--- src/rtl/sulock_pkg.sv ---
// Shared types, codes and reset constants of the shared unit ownership lock.
// Used by sulock_ctrl, sulock_dp and shared_unit_ownership_lock; no dependencies.
package sulock_pkg;

   localparam int NUM_HARTS_DEF = 2;
   localparam int HOST_W        = 3;
   localparam int ADDR_W        = 32;
   localparam int STATUS_W      = 3;
   localparam int WORD_W        = 7;
   localparam int MASK_W        = 8;
   localparam int CSR_IDX_W     = 2;

   localparam logic [ADDR_W-1:0] ACQ_ADDR_RST = 32'd4;
   localparam logic [ADDR_W-1:0] REL_ADDR_RST = 32'd8;

   // operation codes
   localparam logic [1:0] OP_ACCESS = 2'd0;
   localparam logic [1:0] OP_STATUS = 2'd1;
   localparam logic [1:0] OP_TICK   = 2'd2;

   // configuration register indexes
   localparam logic [CSR_IDX_W-1:0] CSR_ACQ_ADDR = 2'd0;
   localparam logic [CSR_IDX_W-1:0] CSR_REL_ADDR = 2'd1;
   localparam logic [CSR_IDX_W-1:0] CSR_FREE_EXCL = 2'd2;
   localparam logic [CSR_IDX_W-1:0] CSR_LSU_GATE  = 2'd3;

   // read word outcome and reason codes
   localparam logic [1:0] OUT_FAIL    = 2'd0;
   localparam logic [1:0] OUT_OK      = 2'd1;
   localparam logic [1:0] OUT_OK_WAIT = 2'd2;

   localparam logic [2:0] WHY_NOT_OWNER = 3'd0;
   localparam logic [2:0] WHY_BUSY      = 3'd1;
   localparam logic [2:0] WHY_PENDING   = 3'd2;

   // hart status bits
   localparam int ST_BIT_INFLIGHT = 0;
   localparam int ST_BIT_WANT     = 1;
   localparam int ST_BIT_LSU      = 2;

   localparam logic [1:0] AGE_EXPIRED = 2'd3;
   localparam logic [1:0] AGE_LIVE    = 2'd1;

   typedef enum logic [3:0] {
      LK_FREE     = 4'b0001,
      LK_ACQ_WAIT = 4'b0010,
      LK_LOCKED   = 4'b0100,
      LK_REL_WAIT = 4'b1000
   } lock_state_type;

   typedef enum logic [3:0] {
      CT_IDLE   = 4'b0001,
      CT_APPLY  = 4'b0010,
      CT_UPDATE = 4'b0100,
      CT_DONE   = 4'b1000
   } ctrl_state_type;

   typedef struct packed {
      logic [1:0]          operation;
      logic [HOST_W-1:0]   host;
      logic [ADDR_W-1:0]   address;
      logic [STATUS_W-1:0] status_value;
   } req_type;

   typedef struct packed {
      logic              lock_hit;
      logic [WORD_W-1:0] read_word;
      logic [MASK_W-1:0] grant_mask;
   } rsp_type;

   typedef struct packed {
      logic capture;   // latch the accepted request
      logic apply;     // bus access decision, status write, aging
      logic update;    // resolve waits and recompute grants
      logic load_out;  // move the result into the output register
   } cmd_type;

   typedef struct packed {
      logic out_busy;  // output register holds a result that is not taken
   } sts_type;

endpackage

--- src/rtl/sulock_ctrl.sv ---
// Sequencer of the shared unit ownership lock: steps one request through
// capture, apply, update and result load. Depends on sulock_pkg.
module sulock_ctrl (
   input  logic                clock,
   input  logic                reset,
   input  logic                req_valid,
   output logic                req_stall,
   input  sulock_pkg::sts_type sts,
   output sulock_pkg::cmd_type cmd
);
   import sulock_pkg::*;

   ctrl_state_type state_ff, state_in;

   always_comb begin
      state_in     = state_ff;
      cmd          = '0;
      req_stall    = 1'b1;
      case (state_ff)
         CT_IDLE: begin
            req_stall   = 1'b0;
            cmd.capture = req_valid;
            if (req_valid) begin
               state_in = CT_APPLY;
            end
         end
         CT_APPLY: begin
            cmd.apply = 1'b1;
            state_in  = CT_UPDATE;
         end
         CT_UPDATE: begin
            cmd.update = 1'b1;
            state_in   = CT_DONE;
         end
         CT_DONE: begin
            // hold until the output register frees up
            if (!sts.out_busy) begin
               cmd.load_out = 1'b1;
               state_in     = CT_IDLE;
            end
         end
         default: begin
            state_in = CT_IDLE;
         end
      endcase
   end

   always_ff @(posedge clock) begin
      if (reset) begin
         state_ff <= CT_IDLE;
      end else begin
         state_ff <= state_in;
      end
   end

endmodule

--- src/rtl/sulock_dp.sv ---
// Datapath of the shared unit ownership lock: configuration, lock state,
// hart status, round-robin holder, grants and the output register. Depends on sulock_pkg.
module sulock_dp #(
   parameter int NUM_HARTS = sulock_pkg::NUM_HARTS_DEF
) (
   input  logic                                 clock,
   input  logic                                 reset,
   input  logic                                 csr_write_enable,
   input  logic [sulock_pkg::CSR_IDX_W-1:0]     csr_index,
   input  logic [sulock_pkg::ADDR_W-1:0]        csr_write_data,
   input  sulock_pkg::req_type                  req_data,
   input  sulock_pkg::cmd_type                  cmd,
   output sulock_pkg::sts_type                  sts,
   output logic                                 rsp_valid,
   input  logic                                 rsp_stall,
   output sulock_pkg::rsp_type                  rsp_data
);
   import sulock_pkg::*;

   localparam int HIDX_W = $clog2(NUM_HARTS);
   localparam logic [HOST_W:0] NH_CMP = (HOST_W+1)'(NUM_HARTS);
   localparam logic [HIDX_W:0] NH_WRAP = (HIDX_W+1)'(NUM_HARTS);

   // configuration
   logic [ADDR_W-1:0] acq_addr_ff, rel_addr_ff;
   logic              free_excl_ff, lsu_gate_ff;

   // lock and arbiter state
   lock_state_type       lock_ff, lock_in;
   logic [HIDX_W-1:0]    owner_ff, owner_in;
   logic [HIDX_W-1:0]    pend_ff, pend_in;
   logic [STATUS_W-1:0]  status_ff [NUM_HARTS];
   logic [STATUS_W-1:0]  status_in [NUM_HARTS];
   logic [1:0]           age_ff [NUM_HARTS];
   logic [1:0]           age_in [NUM_HARTS];
   logic [NUM_HARTS-1:0] grant_ff, grant_in;
   logic                 hv_ff, hv_in;
   logic [HIDX_W-1:0]    holder_ff, holder_in;
   logic [HIDX_W-1:0]    last_ff, last_in;

   // captured request and per-item result
   req_type           item_ff;
   logic              hit_ff, hit_in;
   logic [WORD_W-1:0] word_ff, word_in;
   logic              rsp_valid_ff;
   rsp_type           rsp_ff;

   logic                 host_ok, is_acq, is_hit, op_status, op_tick;
   logic [HIDX_W-1:0]    hidx;
   logic [NUM_HARTS-1:0] wants, inflight, lsu;
   logic                 drained, any_lsu;

   assign host_ok   = {1'b0, item_ff.host} < NH_CMP;
   assign hidx      = item_ff.host[HIDX_W-1:0];
   assign is_acq    = item_ff.address == acq_addr_ff;
   assign is_hit    = (item_ff.operation == OP_ACCESS) && host_ok &&
                      (is_acq || (item_ff.address == rel_addr_ff));
   assign op_status = (item_ff.operation == OP_STATUS) && host_ok;
   assign op_tick   = item_ff.operation == OP_TICK;

   always_comb begin
      for (int h = 0; h < NUM_HARTS; h++) begin
         inflight[h] = status_ff[h][ST_BIT_INFLIGHT];
         lsu[h]      = status_ff[h][ST_BIT_LSU];
         wants[h]    = status_ff[h][ST_BIT_INFLIGHT] |
                       (status_ff[h][ST_BIT_WANT] & (age_ff[h] <= AGE_LIVE));
      end
   end

   assign drained = ~|inflight;
   assign any_lsu = |lsu;

   // apply phase: access decision, status write, aging
   // update phase: resolve waits, then recompute grants
   always_comb begin
      logic [1:0]           outcome;
      logic [2:0]           reason;
      logic                 locked;
      logic                 do_resolve, do_grant;
      lock_state_type       ls_v;
      logic [HIDX_W-1:0]    own_v, last_v, hold_v, scan_idx;
      logic                 hv_v, found;
      logic [HIDX_W:0]      cand;
      logic [NUM_HARTS-1:0] next_grant;

      lock_in   = lock_ff;
      owner_in  = owner_ff;
      pend_in   = pend_ff;
      status_in = status_ff;
      age_in    = age_ff;
      grant_in  = grant_ff;
      hv_in     = hv_ff;
      holder_in = holder_ff;
      last_in   = last_ff;
      hit_in    = hit_ff;
      word_in   = word_ff;

      outcome    = OUT_FAIL;
      reason     = WHY_NOT_OWNER;
      locked     = 1'b0;
      do_resolve = op_status || op_tick;
      do_grant   = do_resolve || is_hit;
      ls_v       = lock_ff;
      own_v      = owner_ff;
      last_v     = last_ff;
      hold_v     = holder_ff;
      hv_v       = hv_ff;
      scan_idx   = '0;
      found      = 1'b0;
      cand       = '0;
      next_grant = '0;

      if (cmd.apply) begin
         hit_in = is_hit;
         if (is_hit) begin
            case (lock_ff)
               LK_FREE: begin
                  if (is_acq) begin
                     if (drained) begin
                        lock_in  = LK_LOCKED;
                        owner_in = hidx;
                        outcome  = OUT_OK;
                     end else begin
                        pend_in = hidx;
                        lock_in = LK_ACQ_WAIT;
                        outcome = OUT_OK_WAIT;
                     end
                  end else begin
                     outcome = (hidx == owner_ff) ? OUT_OK : OUT_FAIL;
                  end
               end
               LK_LOCKED: begin
                  if (is_acq) begin
                     outcome = (hidx == owner_ff) ? OUT_OK : OUT_FAIL;
                     reason  = WHY_BUSY;
                  end else if (hidx == owner_ff) begin
                     if (drained) begin
                        lock_in  = LK_FREE;
                        owner_in = '0;
                        hv_in    = 1'b0;
                        outcome  = OUT_OK;
                     end else begin
                        pend_in = hidx;
                        lock_in = LK_REL_WAIT;
                        outcome = OUT_OK_WAIT;
                     end
                  end
               end
               default: begin
                  reason = WHY_PENDING;
               end
            endcase
            locked  = (lock_in == LK_LOCKED) || (lock_in == LK_REL_WAIT);
            word_in = {locked, owner_in[0], reason, outcome};
         end else begin
            word_in = '0;
         end

         if (op_status) begin
            status_in[hidx] = item_ff.status_value;
            if (item_ff.status_value[ST_BIT_WANT]) begin
               age_in[hidx] = '0;
            end
         end
         if (op_tick) begin
            for (int h = 0; h < NUM_HARTS; h++) begin
               if (age_ff[h] != AGE_EXPIRED) begin
                  age_in[h] = age_ff[h] + 2'd1;
               end
            end
         end
      end

      if (cmd.update && do_grant) begin
         if (do_resolve && drained && (lock_ff == LK_ACQ_WAIT)) begin
            own_v = pend_ff;
            ls_v  = LK_LOCKED;
         end else if (do_resolve && drained && (lock_ff == LK_REL_WAIT)) begin
            own_v = '0;
            ls_v  = LK_FREE;
            hv_v  = 1'b0;
         end

         case (ls_v)
            LK_LOCKED: begin
               next_grant[own_v] = 1'b1;
            end
            LK_FREE: begin
               if (!free_excl_ff) begin
                  next_grant = '1;
               end else begin
                  // drop a holder that no longer wants the unit
                  if (hv_v && !wants[hold_v]) begin
                     last_v = hold_v;
                     hv_v   = 1'b0;
                  end
                  // round-robin: lowest offset after the last served hart wins
                  for (int i = NUM_HARTS; i >= 1; i--) begin
                     cand = {1'b0, last_v} + (HIDX_W+1)'(i);
                     if (cand >= NH_WRAP) begin
                        cand = cand - NH_WRAP;
                     end
                     if (wants[cand[HIDX_W-1:0]]) begin
                        found    = 1'b1;
                        scan_idx = cand[HIDX_W-1:0];
                     end
                  end
                  if (!hv_v && found) begin
                     hv_v   = 1'b1;
                     hold_v = scan_idx;
                  end
                  if (hv_v && !(lsu_gate_ff && any_lsu)) begin
                     next_grant[hold_v] = 1'b1;
                  end
               end
            end
            default: begin
               next_grant = '0;
            end
         endcase

         lock_in   = ls_v;
         owner_in  = own_v;
         hv_in     = hv_v;
         holder_in = hold_v;
         last_in   = last_v;
         grant_in  = next_grant;
      end
   end

   always_ff @(posedge clock) begin
      if (reset) begin
         acq_addr_ff  <= ACQ_ADDR_RST;
         rel_addr_ff  <= REL_ADDR_RST;
         free_excl_ff <= 1'b1;
         lsu_gate_ff  <= 1'b1;
      end else if (csr_write_enable) begin
         case (csr_index)
            CSR_ACQ_ADDR:  acq_addr_ff  <= csr_write_data;
            CSR_REL_ADDR:  rel_addr_ff  <= csr_write_data;
            CSR_FREE_EXCL: free_excl_ff <= csr_write_data[0];
            CSR_LSU_GATE:  lsu_gate_ff  <= csr_write_data[0];
            default: begin
            end
         endcase
      end
   end

   always_ff @(posedge clock) begin
      if (reset) begin
         lock_ff   <= LK_FREE;
         owner_ff  <= '0;
         pend_ff   <= '0;
         grant_ff  <= '0;
         hv_ff     <= 1'b0;
         holder_ff <= '0;
         last_ff   <= HIDX_W'(NUM_HARTS - 1);
         for (int h = 0; h < NUM_HARTS; h++) begin
            status_ff[h] <= '0;
            age_ff[h]    <= AGE_EXPIRED;
         end
      end else begin
         lock_ff   <= lock_in;
         owner_ff  <= owner_in;
         pend_ff   <= pend_in;
         grant_ff  <= grant_in;
         hv_ff     <= hv_in;
         holder_ff <= holder_in;
         last_ff   <= last_in;
         status_ff <= status_in;
         age_ff    <= age_in;
      end
   end

   always_ff @(posedge clock) begin
      if (cmd.capture) begin
         item_ff <= req_data;
      end
      hit_ff  <= hit_in;
      word_ff <= word_in;
      if (cmd.load_out) begin
         rsp_ff.lock_hit   <= hit_ff;
         rsp_ff.read_word  <= word_ff;
         rsp_ff.grant_mask <= MASK_W'(grant_ff);
      end
   end

   always_ff @(posedge clock) begin
      if (reset) begin
         rsp_valid_ff <= 1'b0;
      end else if (cmd.load_out) begin
         rsp_valid_ff <= 1'b1;
      end else if (!rsp_stall) begin
         rsp_valid_ff <= 1'b0;
      end
   end

   assign sts.out_busy = rsp_valid_ff && rsp_stall;
   assign rsp_valid    = rsp_valid_ff;
   assign rsp_data     = rsp_ff;

endmodule

--- src/rtl/shared_unit_ownership_lock.sv ---
// Ownership lock and issue arbiter for a vector unit shared by several harts.
// Top level; instantiates sulock_ctrl and sulock_dp, uses sulock_pkg.
//
// Each request (bus access, hart status update or clock tick) goes through
// accept, apply (lock decision, status write, request aging), update (on a
// status update or tick, resolve a pending acquire or release once no hart
// has work in flight; on these and a bus access that hits, recompute the issue
// grants, including the round-robin holder pick) and load into the output
// register. The sequencer in sulock_ctrl works on one request at a time and
// accepts a new one only after loading the last; a stalled result holds it in
// its last step, but once the result sits in the output register the next
// request is taken while it waits to transfer. Every request yields exactly
// one result: lock_hit and read_word report the outcome of a bus access that
// hit the acquire or release offset (zero otherwise) and grant_mask shows the
// grants after the request. Configuration writes through the csr_ port take
// effect at their next use; write them only while idle.
module shared_unit_ownership_lock #(
   parameter int NUM_HARTS = sulock_pkg::NUM_HARTS_DEF
) (
   input  logic                             clock,
   input  logic                             reset,
   // configuration write port
   input  logic                             csr_write_enable,
   input  logic [sulock_pkg::CSR_IDX_W-1:0] csr_index,
   input  logic [sulock_pkg::ADDR_W-1:0]    csr_write_data,
   // request channel
   input  logic                             req_valid,
   output logic                             req_stall,
   input  sulock_pkg::req_type              req_data,
   // result channel
   output logic                             rsp_valid,
   input  logic                             rsp_stall,
   output sulock_pkg::rsp_type              rsp_data
);
   import sulock_pkg::*;

   cmd_type cmd;
   sts_type sts;

   // sequence each request through the datapath
   sulock_ctrl u_ctrl (
      .clock     (clock),
      .reset     (reset),
      .req_valid (req_valid),
      .req_stall (req_stall),
      .sts       (sts),
      .cmd       (cmd)
   );

   // hold the lock, arbiter and configuration state; drive the result
   sulock_dp #(
      .NUM_HARTS (NUM_HARTS)
   ) u_dp (
      .clock            (clock),
      .reset            (reset),
      .csr_write_enable (csr_write_enable),
      .csr_index        (csr_index),
      .csr_write_data   (csr_write_data),
      .req_data         (req_data),
      .cmd              (cmd),
      .sts              (sts),
      .rsp_valid        (rsp_valid),
      .rsp_stall        (rsp_stall),
      .rsp_data         (rsp_data)
   );

endmodule
--- config.mk ---
export PLATFORM = sky130hd
export DESIGN_NAME = shared_unit_ownership_lock
export DESIGN_NICKNAME = d
export VERILOG_FILES = /design/src/rtl/sulock_pkg.sv /design/src/rtl/sulock_ctrl.sv /design/src/rtl/sulock_dp.sv /design/src/rtl/shared_unit_ownership_lock.sv
export SDC_FILE = /design/constraint.sdc
export NUM_CORES = 1
export LEC_CHECK = 0
export ABC_AREA = 1
export BUFFER_PORTS_ARGS = -buffer_cell sky130_fd_sc_hd__buf_4
export CAP_MARGIN = 20
export CELL_PAD_IN_SITES_DETAIL_PLACEMENT = 0
export CELL_PAD_IN_SITES_GLOBAL_PLACEMENT = 1
export CORE_UTILIZATION = 45
export DETAILED_ROUTE_END_ITERATION = 10
export GPL_TIMING_DRIVEN = 0
export PLACE_DENSITY_LB_ADDON = 0.15
export SETUP_SLACK_MARGIN = 0.5
export SLEW_MARGIN = 20
export SYNTH_ARGS = -nofsm -noshare
export SYNTH_HDL_FRONTEND = slang
export SYNTH_SLANG_ARGS = --single-unit
--- constraint.sdc ---
create_clock -name clock -period 5.1 [get_ports clock]
set_input_delay 0 -clock clock [delete_from_list [all_inputs] [get_ports clock]]
set_output_delay 0 -clock clock [all_outputs]
set_load 0.01 [all_outputs]
==> results of run 1 <==
[worst max-delay path, stage by stage (launching register included)]
cell and delay, ns:
edfxtp_1 0.43, inv_1 0.08, nand2_1 0.05, nand2_1 0.06
nand2_1 0.05, nor2_1 0.11, nand2_1 0.11, nor2_2 0.29
nand2_4 0.15, nand2_4 0.10, nand2_4 0.09, a21oi_2 0.30
nand2_1 0.10, nand3_1 0.08, nand2_1 0.05, inv_1 0.05
[metal layers]
layer	wire length, um	part of all wire
met5	0	0
met4	338	0.020
met3	726	0.042
met2	8340	0.49
met1	7770	0.45
[final timing paths]
check	from	end	slack, ns	cells after the start
worst max register to register	u_dp.item_ff[24]	u_dp.lock_ff[2]	2.94	15
worst min register to register	u_dp.word_ff[2]	u_dp.rsp_data[10]	0.42	0
worst max-delay path	u_dp.item_ff[24]	u_dp.lock_ff[2]	2.94	15
worst min-delay path	req_data[16]	u_dp.item_ff[16]	0.28	2
[cells by family (layout without fill, tap and decap cells)]
logic type,Yosys count,count (layout)
flops,148,148
simple gates,369,369
buf+inv,116,318
other cells,1,7
fa+ha+maj,4,4
compound gates,122,122
xor+xnor,48,48
[layout make-up]
type,instances,area (sq um)
buffer,28,133
clock buffer,21,460
clock inverter,11,198
fill,1229,5410
inverter,88,330
multi-input combinational,550,2690
sequential,148,3520
tap,184,230
timing repair buffer,170,1510
[stage by stage]
stage,hold WS [ns],util,instances
6_report,0.282,0.627,1200
5_1_grt,0.287,0.627,1200
4_1_cts,0.269,0.627,1200
3_5_place_dp,0.179,0.526,1089
3_3_place_gp,0.178,0.523,1087
2_1_floorplan,0.0989,-,814
[power by group]
part,total [mW],leakage (nW),internal (mW),switching (mW)
Clock,1.39,0.314,0.897,0.491
Sequential,1.33,1.26,1.29,0.0403
Combinational,0.309,2.41,0.159,0.149
[state kept, by name, summed over array words and instances, names as in the netlist, 2 cells and up]
register	count
u_dp.item_ff	39
u_dp.word_ff	6
u_dp.status_ff	2
u_ctrl.state_ff	4
u_dp.inflight	2
u_dp.rsp_data	9
u_dp.acq_addr_ff	32
u_dp.lock_ff	4
u_dp.age_ff	4
u_dp.rel_addr_ff	32
u_dp.lsu	2
u_dp.grant_ff	2
[repair_timing]
item,in CTS,in global routing
resized for setup,0,0
endpoints found under the hold margin,110,0
hold buffers,79,0
[cell usage in the layout (no fill, tap or decap), types with 2 or more instances in the layout]
cell,count
clkbuf_1,19
bufinv_16,5
nand2_1,160
xnor2_1,48
a21oi_2,3
nand3_1,32
buf_1,3
edfxtp_1,56
conb_1,7
clkinvlp_4,2
dfxtp_1,92
clkbuf_16,17
clkbuf_8,2
buf_4,96
nand4_1,9
nor2_1,141
clkinv_4,2
ha_1,4
nand2_4,5
inv_2,3
o21ai_0,73
inv_1,84
o211ai_1,6
nand3_2,3
nor2_4,2
dlygate4sd3_1,79
a21oi_1,37
nor3_1,10
o21ai_1,2
nor2_2,3
==> out/results.ini, run 1 <==
[clock_network]
cts_tree=done
htree_levels=4
clk_pin_slew_ns=0.06
post-cts-setup-buffers=0
clock-sinks=148
clockBufferDepth=2
cts_buffers=17
root_buffer=clkbuf_16
clk_latency_ns=0.43

[global_routing]
grt_start_max_net_pins=24
use_met3=0.0429
gr-usage-met1=0.299
grt_use_total=0.242
antenna_found_initial=0
grtUsageMet2=0.413
grt_overflow_total=0
grt_pass1_vias=5676
grt_pass1_wl_um=27300
grt.busiest_layer=met2

[layout]
final_cell_area_sq_um=9070
drive_above_1_share=0.148
area_growth_pct=36.5
final_nets=1086
num_antenna_cells=0

[drt]
drtIter0Drc=393
wire_per_inst_um=14.3
viasPerCell=4.91
route.detailed.drc=0
ant_nets=0
drt_first_pass_iters=5
vias=5897
wl_um=17200

[logic_synthesis]
synth-seq-cells=148
ys_async_sr_fraction=0
ys.warnings.count=0
synth.distinct_cells=31
synth_xor_area_frac=0.0633
synthSimpleGateAreaFrac=0.233
ys_seq_area_frac=0.530
yosysTopAreaCellShare=0.277
synth_area_per_cell_sq_um=8.23
syn_area_sq_um=6650
synthCells=808
synth_fa_ha_area_frac=0.00753
synth_compound_area_frac=0.0962
yosysTopAreaCell=dfxtp_1
synth-main-ff-cell=dfxtp_1
synthTopCellsByCount=nand2_1, nor2_1, dfxtp_1
synth.area.top_cells=dfxtp_1, edfxtp_1, nand2_1
synth.area.mux_share=0
synth_top_family_by_area=simple AND/OR/NAND/NOR gates
synth.most_common_cell=nand2_1
synth_edf_count=56

[hold_path]
worstHoldPathType=in -> reg

[critical_path]
crit_required_ns=5.47
critical_path_class=reg -> reg
start_kind=flip-flop
crit_fanout=10
arrival_ns=2.54
worstSetupEndpointType=flip-flop

[timing]
hold_viol=0
post-route-min-period_ns=2.16
maxSlewViolCount=0
period_share=0.424
worst_pin_slew_ns=0.831
setup_tns_ns=0
rsz0062_at_grt=false
setup_slack_ns=2.94
setup_viol=0
maxSlewHeadroom=0.444
finalClockSkew_ns=0.00729
fmax_mhz=462

[floorplanning]
fp.dieH_um=124
start_util=0.459
fp.dieW_um=124
ios=97
dieArea_sq_um=15300
coreArea_sq_um=14500
std_cell_rows=44

[power]
ir_drop_uv=257
powerDensity_nw_per_um2=334
p_total_mw=3.03
p_leak_nw=3.99

[placed_design]
place_area_sq_um=7620
io_buffers=89
pre_cts_slack_ns=2.97
detailed_place_hpwl_um=12000
gp_congestion=0.827

[run_status]
run_status=complete, no violations

[flow_run]
max_cap_viol_count=0

Note: power is estimated with default switching activity, not from simulation.
==> run 2: changes to the inputs <==
Settings changed: CORE_UTILIZATION 45 to 42.
Clock period 5.1 ns to 2.1 ns, I/O delays scaled along.
==> run 2 against run 1 <==
Critical path type unchanged. Flip-flop and latch count stayed put. Clock power is 100% higher. Largest power group is now sequential cells. Register-to-register slack worse by 2.8 ns. Critical endpoint is now u_dp.word_ff[6].
==> out/results.ini, run 2 (synthesis gave the netlist of run 1 again) <==
[run_status]
run_status=complete, no violations  ; unchanged

[critical_path]
crit_required_ns=2.27  ; was 5.47 ns
cpMostUsedCell=nand2_2  ; was nand2_1
worst_path_largest_cell_delay_ns=0.42  ; was 0.43 ns
critical_path_class=reg -> reg  ; unchanged
worstSetupEndpointType=flip-flop  ; unchanged
path_cells=inv_1 > nand2_2 > nand2_2 > nand2_2 > nor2_4 > nand2_2 > nor2_4 > buf_6 > nand2_4 > nand4_1 > nand2_1 > nand4_1 > a21oi_2  ; was inv_1 > nand2_1 > nand2_1 > nand2_1 > nor2_1 > nand2_1 > nor2_2 > nand2_4 > nand2_4 > nand2_4 > a21oi_2 > nand2_1 > nand3_1 > nand2_1 > inv_1
start_kind=flip-flop  ; unchanged
crit_fanout=4  ; was 10
critPathSlowestCell=edfxtp_1  ; unchanged
arrival_ns=2.12  ; was 2.54 ns

[clock_network]
clockBufferDepth=2  ; unchanged
htree_levels=4  ; unchanged
root_buffer=clkbuf_16  ; unchanged
cts_tree=done  ; unchanged
clock-sinks=148  ; unchanged
clk_pin_slew_ns=0.06  ; about the same
cts_buffers=17  ; unchanged
clk_latency_ns=0.42  ; was 0.43 ns

[floorplanning]
fp.dieH_um=128  ; was 124 um
coreArea_sq_um=15300  ; was 14500 sq um
std_cell_rows=45  ; was 44
ios=97  ; unchanged
fp.dieW_um=128  ; was 124 um
dieArea_sq_um=16300  ; was 15300 sq um
start_util=0.434  ; was 0.459

[placed_design]
io_buffers=89  ; unchanged
detailed_place_hpwl_um=12000  ; about the same
pre_cts_slack_ns=0.0670  ; was 2.97 ns
gp_congestion=0.839  ; was 0.827
place_area_sq_um=7750  ; was 7620 sq um

[global_routing]
grt_pass1_vias=5654  ; was 5676
grt_start_max_net_pins=19  ; was 24
use_met3=0.0555  ; was 0.0429
grt.busiest_layer=met2  ; unchanged
antenna_found_initial=0  ; unchanged
grt_overflow_total=0  ; unchanged
grt_use_total=0.228  ; was 0.242
grt_pass1_wl_um=28200  ; was 27300 um
grtUsageMet2=0.385  ; was 0.413
gr-usage-met1=0.291  ; was 0.299

[timing]
maxSlewHeadroom=0.540  ; was 0.444
finalClockSkew_ns=0.00803  ; was 0.00729 ns
hold_viol=0  ; unchanged
setup_viol=0  ; unchanged
worst_pin_slew_ns=0.690  ; was 0.831 ns
setup_tns_ns=0  ; unchanged
maxSlewViolCount=0  ; unchanged
setup_slack_ns=0.155  ; was 2.94 ns
post-route-min-period_ns=1.95  ; was 2.16 ns
rsz0062_at_grt=true  ; was false
period_share=0.926  ; was 0.424
fmax_mhz=514  ; was 462 MHz

[drt]
vias=5942  ; was 5897
wl_um=17700  ; was 17200 um
drtIter0Drc=348  ; was 393
viasPerCell=4.79  ; was 4.91
ant_nets=0  ; unchanged
drt_first_pass_iters=5  ; unchanged
wire_per_inst_um=14.2  ; was 14.3 um
route.detailed.drc=0  ; unchanged

[layout]
largest_reg_flops=39  ; unchanged
regMostFlops=u_dp.item_ff  ; unchanged
top_regs=u_dp.item_ff (39), u_dp.acq_addr_ff (32), u_dp.rel_addr_ff (32)  ; unchanged
final_nets=1100  ; was 1086
area_growth_pct=41.2  ; was 36.5%
final_cell_area_sq_um=9380  ; was 9070 sq um
drive_above_1_share=0.196  ; was 0.148
layout_commonest_cell=nand2_1  ; unchanged
num_antenna_cells=0  ; unchanged
mostFrequentLayoutCells=nand2_1, nor2_1, buf_4  ; unchanged

[power]
p_leak_nw=4.05  ; was 3.99 nW
powerDensity_nw_per_um2=732  ; was 334 nW/um^2
ir_drop_uv=575  ; was 257 uV

[hold_path]
worstHoldPathType=in -> reg  ; unchanged

[flow_run]
max_cap_viol_count=0  ; unchanged

==> run 2: layout make-up <==
type / instances / area, sq um
Fill cell: 1349 / 5930
Sequential cell: 148 / 3520
Multi-Input combinational cell: 551 / 2930
Timing Repair Buffer: 183 / 1660
Clock buffer: 18 / 429
Inverter: 88 / 333
Tap cell: 211 / 264
Buffer: 28 / 134
Clock inverter: 14 / 113
==> run 2: per-layer routing <==
layer	part of all wire	wire length [um]	up-vias
met4	0.0088	156	0
li1	-	-	3010
met5	0	0	-
met3	0.041	719	13
met2	0.48	8570	151
met1	0.47	8240	2768
==> run 2: what timing repair did <==
| action | in CTS | in global routing |
|---|---|---|
| gates resized for setup | 12 | 32 |
| endpoints found under the setup margin | 74 | 98 |
| pin swaps | 11 | 23 |
| setup buffers | 7 | 5 |
| endpoints found under the hold margin | 110 | 1 |
| hold buffers | 79 | 1 |
| gates cloned | 1 | 0 |
==> run 2: through the flow <==
stage,util,cells,hold slack [ns],total power [mW]
floorplan,-,814,0.0989,3.64
global placement,0.503,1114,0.178,3.90
detailed placement,0.506,1116,0.179,3.94
CTS,0.601,1235,0.0587,6.89
global route,0.613,1241,0.125,7.16
finish,0.613,1241,0.114,6.87
==> run 2: path summary, 6_finish.rpt <==
check,from,end,slack (ns),depth (start not counted)
setup / recovery,u_dp.item_ff[19],u_dp.word_ff[6],0.15,13
hold / removal,csr_write_enable,u_dp.acq_addr_ff[31],0.11,5
setup reg to reg,u_dp.item_ff[19],u_dp.word_ff[6],0.15,13
hold reg to reg,u_dp.word_ff[1],u_dp.rsp_data[9],0.42,0
==> run 2: critical path: cells and delay by family (launching register included) <==
| family | cells | cell delay, ns |
|---|---|---|
| AND/OR/NAND/NOR | 10 | 0.98 |
| flip-flops | 1 | 0.42 |
| buffers and inverters | 2 | 0.23 |
| AO/OA/AOI/OAI | 1 | 0.06 |
==> run 2: where the power goes <==
part	internal (mW)	switching (mW)	total [mW]
sequential	3.14	0.0972	3.23
clock	1.62	1.20	2.81
combinational	0.428	0.396	0.824
total	5.18	1.69	6.87
==> run 3: changes to the inputs <==
Settings changed: ABC_AREA 1 to 0, BUFFER_PORTS_ARGS -buffer_cell sky130_fd_sc_hd__buf_4 to -buffer_cell sky130_fd_sc_hd__buf_2, CORE_UTILIZATION 42 to 44, SKIP_LAST_GASP set to 1.
==> run 3 against run 2 <==
The flow now finishes with violations (setup timing). Non-clock buffer count is 16 higher. Largest cell class unchanged. Largest power group is now clock. Die area decreased by 8.2%. First-iteration DRC count is 16% higher. Via count down 4.5%. Clock-buffer cell count up 1.
==> out/results.ini, run 3 <==
[global_routing]
grt_start_max_net_pins=21  ; was 19
grt_pass1_wl_um=28300  ; was 28200 um
grt_use_total=0.258  ; was 0.228
antenna_found_initial=0  ; unchanged
grt_overflow_total=0  ; unchanged
grt_pass1_vias=5598  ; was 5654

[clock_network]
root_buffer=clkbuf_16  ; unchanged
cts_buffers=17  ; unchanged
clk_latency_ns=0.43  ; was 0.42 ns
clockBufferDepth=2  ; unchanged
clock-sinks=148  ; unchanged
cts_tree=done  ; unchanged
htree_levels=4  ; unchanged
clk_pin_slew_ns=0.06  ; about the same

[logic_synthesis]
synthCells=657  ; was 808
synthTopCellsByCount=nand2_1, dfxtp_1, a21oi_1  ; was nand2_1, nor2_1, dfxtp_1
synth.most_common_cell=nand2_1  ; unchanged
ys_seq_area_frac=0.552  ; was 0.530
ys.warnings.count=0  ; unchanged
synth.distinct_cells=56  ; was 31
syn_area_sq_um=6380  ; was 6650 sq um
yosysTopAreaCell=dfxtp_1  ; unchanged
synth.area.top_cells=dfxtp_1, edfxtp_1, nand2_1  ; unchanged
yosysTopAreaCellShare=0.289  ; was 0.277
synth_edf_count=56  ; unchanged
synth-seq-cells=148  ; unchanged
ys_async_sr_fraction=0  ; unchanged
synth-main-ff-cell=dfxtp_1  ; unchanged
synth_area_per_cell_sq_um=9.71  ; was 8.23 sq um

[power]
swShare=0.236  ; was 0.246
p_leak_nw=3.43  ; was 4.05 nW
power_switching_mw=1.74  ; was 1.69 mW
ir_drop_uv=764  ; was 575 uV
seqPwrFrac=0.435  ; was 0.471
p_clk_frac=0.472  ; was 0.409
comb_power_share=0.093  ; was 0.120
powerDensity_nw_per_um2=820  ; was 732 nW/um^2
internal-power_mw=5.64  ; was 5.18 mW

[drt]
wire_per_inst_um=17.4  ; was 14.2 um
ant_nets=0  ; unchanged
viasPerCell=5.31  ; was 4.79
vias=5674  ; was 5942
drtIter0Drc=403  ; was 348
route.detailed.drc=0  ; unchanged
wl_um=18600  ; was 17700 um
drt_first_pass_iters=5  ; unchanged

[placed_design]
place_area_sq_um=7100  ; was 7750 sq um
pre_cts_slack_ns=-0.619  ; was 0.0670 ns
io_buffers=89  ; unchanged
detailed_place_hpwl_um=11800  ; was 12000 um
gp_congestion=0.838  ; was 0.839

[layout]
n_fill_cell=1141  ; was 1349
final_nets=959  ; was 1100
top_regs=u_dp.item_ff (39), u_dp.acq_addr_ff (32), u_dp.rel_addr_ff (32)  ; unchanged
seq_area_sq_um=3520  ; about the same
layout_commonest_cell=nand2_1  ; unchanged
mostFrequentLayoutCells=nand2_1, dfxtp_1, buf_2  ; was nand2_1, nor2_1, buf_4
area_growth_pct=41.2  ; about the same
num_antenna_cells=0  ; unchanged
regMostFlops=u_dp.item_ff  ; unchanged
largest_reg_flops=39  ; unchanged
drive_above_1_share=0.234  ; was 0.196
multiInputGateArea_sq_um=2940  ; was 2930 sq um
final_cell_area_sq_um=9010  ; was 9380 sq um

[critical_path]
worstSetupEndpointType=flip-flop  ; unchanged
start_kind=flip-flop  ; unchanged
crit_fanout=6  ; was 4
critPathSlowestCell=or4_4  ; was edfxtp_1
crit_required_ns=2.46  ; was 2.27 ns
critical_path_class=reg -> reg  ; unchanged
arrival_ns=2.83  ; was 2.12 ns
worst_path_largest_cell_delay_ns=0.48  ; was 0.42 ns
path_cells=xor2_1 > nor4_2 > nand4_1 > or2_1 > buf_6 > a31o_4 > or4_4 > o211ai_2  ; was inv_1 > nand2_2 > nand2_2 > nand2_2 > nor2_4 > nand2_2 > nor2_4 > buf_6 > nand2_4 > nand4_1 > nand2_1 > nand4_1 > a21oi_2

[timing]
maxSlewHeadroom=0.557  ; was 0.540
finalClockSkew_ns=0.0120  ; was 0.00803 ns
setup_viol=17  ; was 0
worst_pin_slew_ns=0.660  ; was 0.690 ns
period_share=1.18  ; was 0.926
hold_viol=0  ; unchanged
fmax_mhz=404  ; was 514 MHz
maxSlewViolCount=0  ; unchanged
post-route-min-period_ns=2.48  ; was 1.95 ns
setup_slack_ns=-0.376  ; was 0.155 ns
rsz0062_at_grt=true  ; unchanged

[hold_path]
worstHoldPathType=in -> reg  ; unchanged

[floorplanning]
fp.dieW_um=122  ; was 128 um
coreArea_sq_um=14000  ; was 15300 sq um
start_util=0.455  ; was 0.434
ios=97  ; unchanged
fp.dieH_um=122  ; was 128 um
std_cell_rows=43  ; was 45
dieArea_sq_um=15000  ; was 16300 sq um

[run_status]
run_status=complete, but fails checks  ; was complete, no violations
violations=setup timing

[flow_run]
max_cap_viol_count=0  ; unchanged

==> run 3: changes by cell type in the layout (fill, tap and decap cells not counted), moves of 8 or more <==
cell,change
a21oi_1,+45
buf_2,+88
buf_4,-79
o21ai_0,-64
xor2_1,+31
xnor2_1,-15
nor2_1,-106
nand2_2,-8
inv_1,-75
nand3_1,-14
nand2b_1,+8
==> run 3: kinds of logic (layout without fill, tap and decap cells) <==
logic type                 count (synthesis)  in the layout  share of synthesized area
other                                      1              7                   0.000588
and+or+nand+nor                          256            259                      0.184
AOI/OAI and AO/OA                        129            129                      0.121
xor gates and xnor gates                  65             65                     0.0892
adders and majority gates                  4              4                    0.00784
muxes                                      8              8                     0.0129
DFF                                      148            148                      0.552
buffers and inverters                     46            269                     0.0323
==> run 3: through the flow <==
| stage | setup TNS [ns] | power (mW) | utilization | hold WS (ns) | std cells |
|---|---|---|---|---|---|
| floorplan | -0.213 | 3.53 | - | 0.0989 | 663 |
| global placement | -5.98 | 3.75 | 0.506 | 0.176 | 932 |
| detailed placement | -6.22 | 3.77 | 0.506 | 0.178 | 932 |
| CTS | -3.39 | 7.38 | 0.625 | -0.0330 | 1054 |
| global route | -5.14 | 7.60 | 0.642 | 0.0713 | 1069 |
| finish | -3.85 | 7.39 | 0.642 | 0.0399 | 1069 |
==> run 3: power groups by stage <==
stage	registers [mW]	clock network [mW]	logic, mW
floorplan	3.24	0	0.291
global placement	3.27	0	0.488
detailed placement	3.27	0	0.496
CTS	3.21	3.53	0.644
global route	3.22	3.64	0.742
finish	3.21	3.49	0.688
==> run 3: routing by layer <==
metal  vias up  track usage  wire length (um)
li1       2713            -                 -
met1      2729        0.286              7330
met2       194        0.464              9800
met3        38       0.0613               950
met4         0        0.117               495
met5         -            0                 0
==> run 3: path summary, 6_finish.rpt <==
kind | start | endpoint | slack, ns | depth (start not counted)
setup / recovery | u_dp.item_ff[20] | u_dp.owner_ff | -0.38 | 8
hold / removal | csr_index[0] | u_dp.rel_addr_ff[29] | 0.04 | 5
setup reg to reg | u_dp.item_ff[20] | u_dp.owner_ff | -0.38 | 8
hold reg to reg | u_dp.word_ff[1] | u_dp.rsp_data[9] | 0.42 | 0
==> run 3: final cells by class <==
type / count / share of cell area
buffer: 36 / 0.0194
clock buffer: 19 / 0.0504
clock inverter: 13 / 0.0243
inverter: 10 / 0.00458
multi-input combinational: 472 / 0.327
sequential: 148 / 0.391
tap: 180 / 0.0250
timing repair buffer: 191 / 0.159
==> run 3: repair_timing <==
item / in CTS / in global routing
endpoints found under the setup margin: 74 / 110
hold buffers: 78 / 1
setup buffers: 10 / 13
endpoints found under the hold margin: 111 / 2
pin swaps: 16 / 15
gates resized for setup: 28 / 38
gates cloned: 2 / 1
==> run 3: critical path, delay by kind of cell, from the launching register on <==
family,cells,cell delay [ns]
simple gates,4,1.35
compound gates,2,0.32
xor+xnor,1,0.18
flops,1,0.42
buf+inv,1,0.14
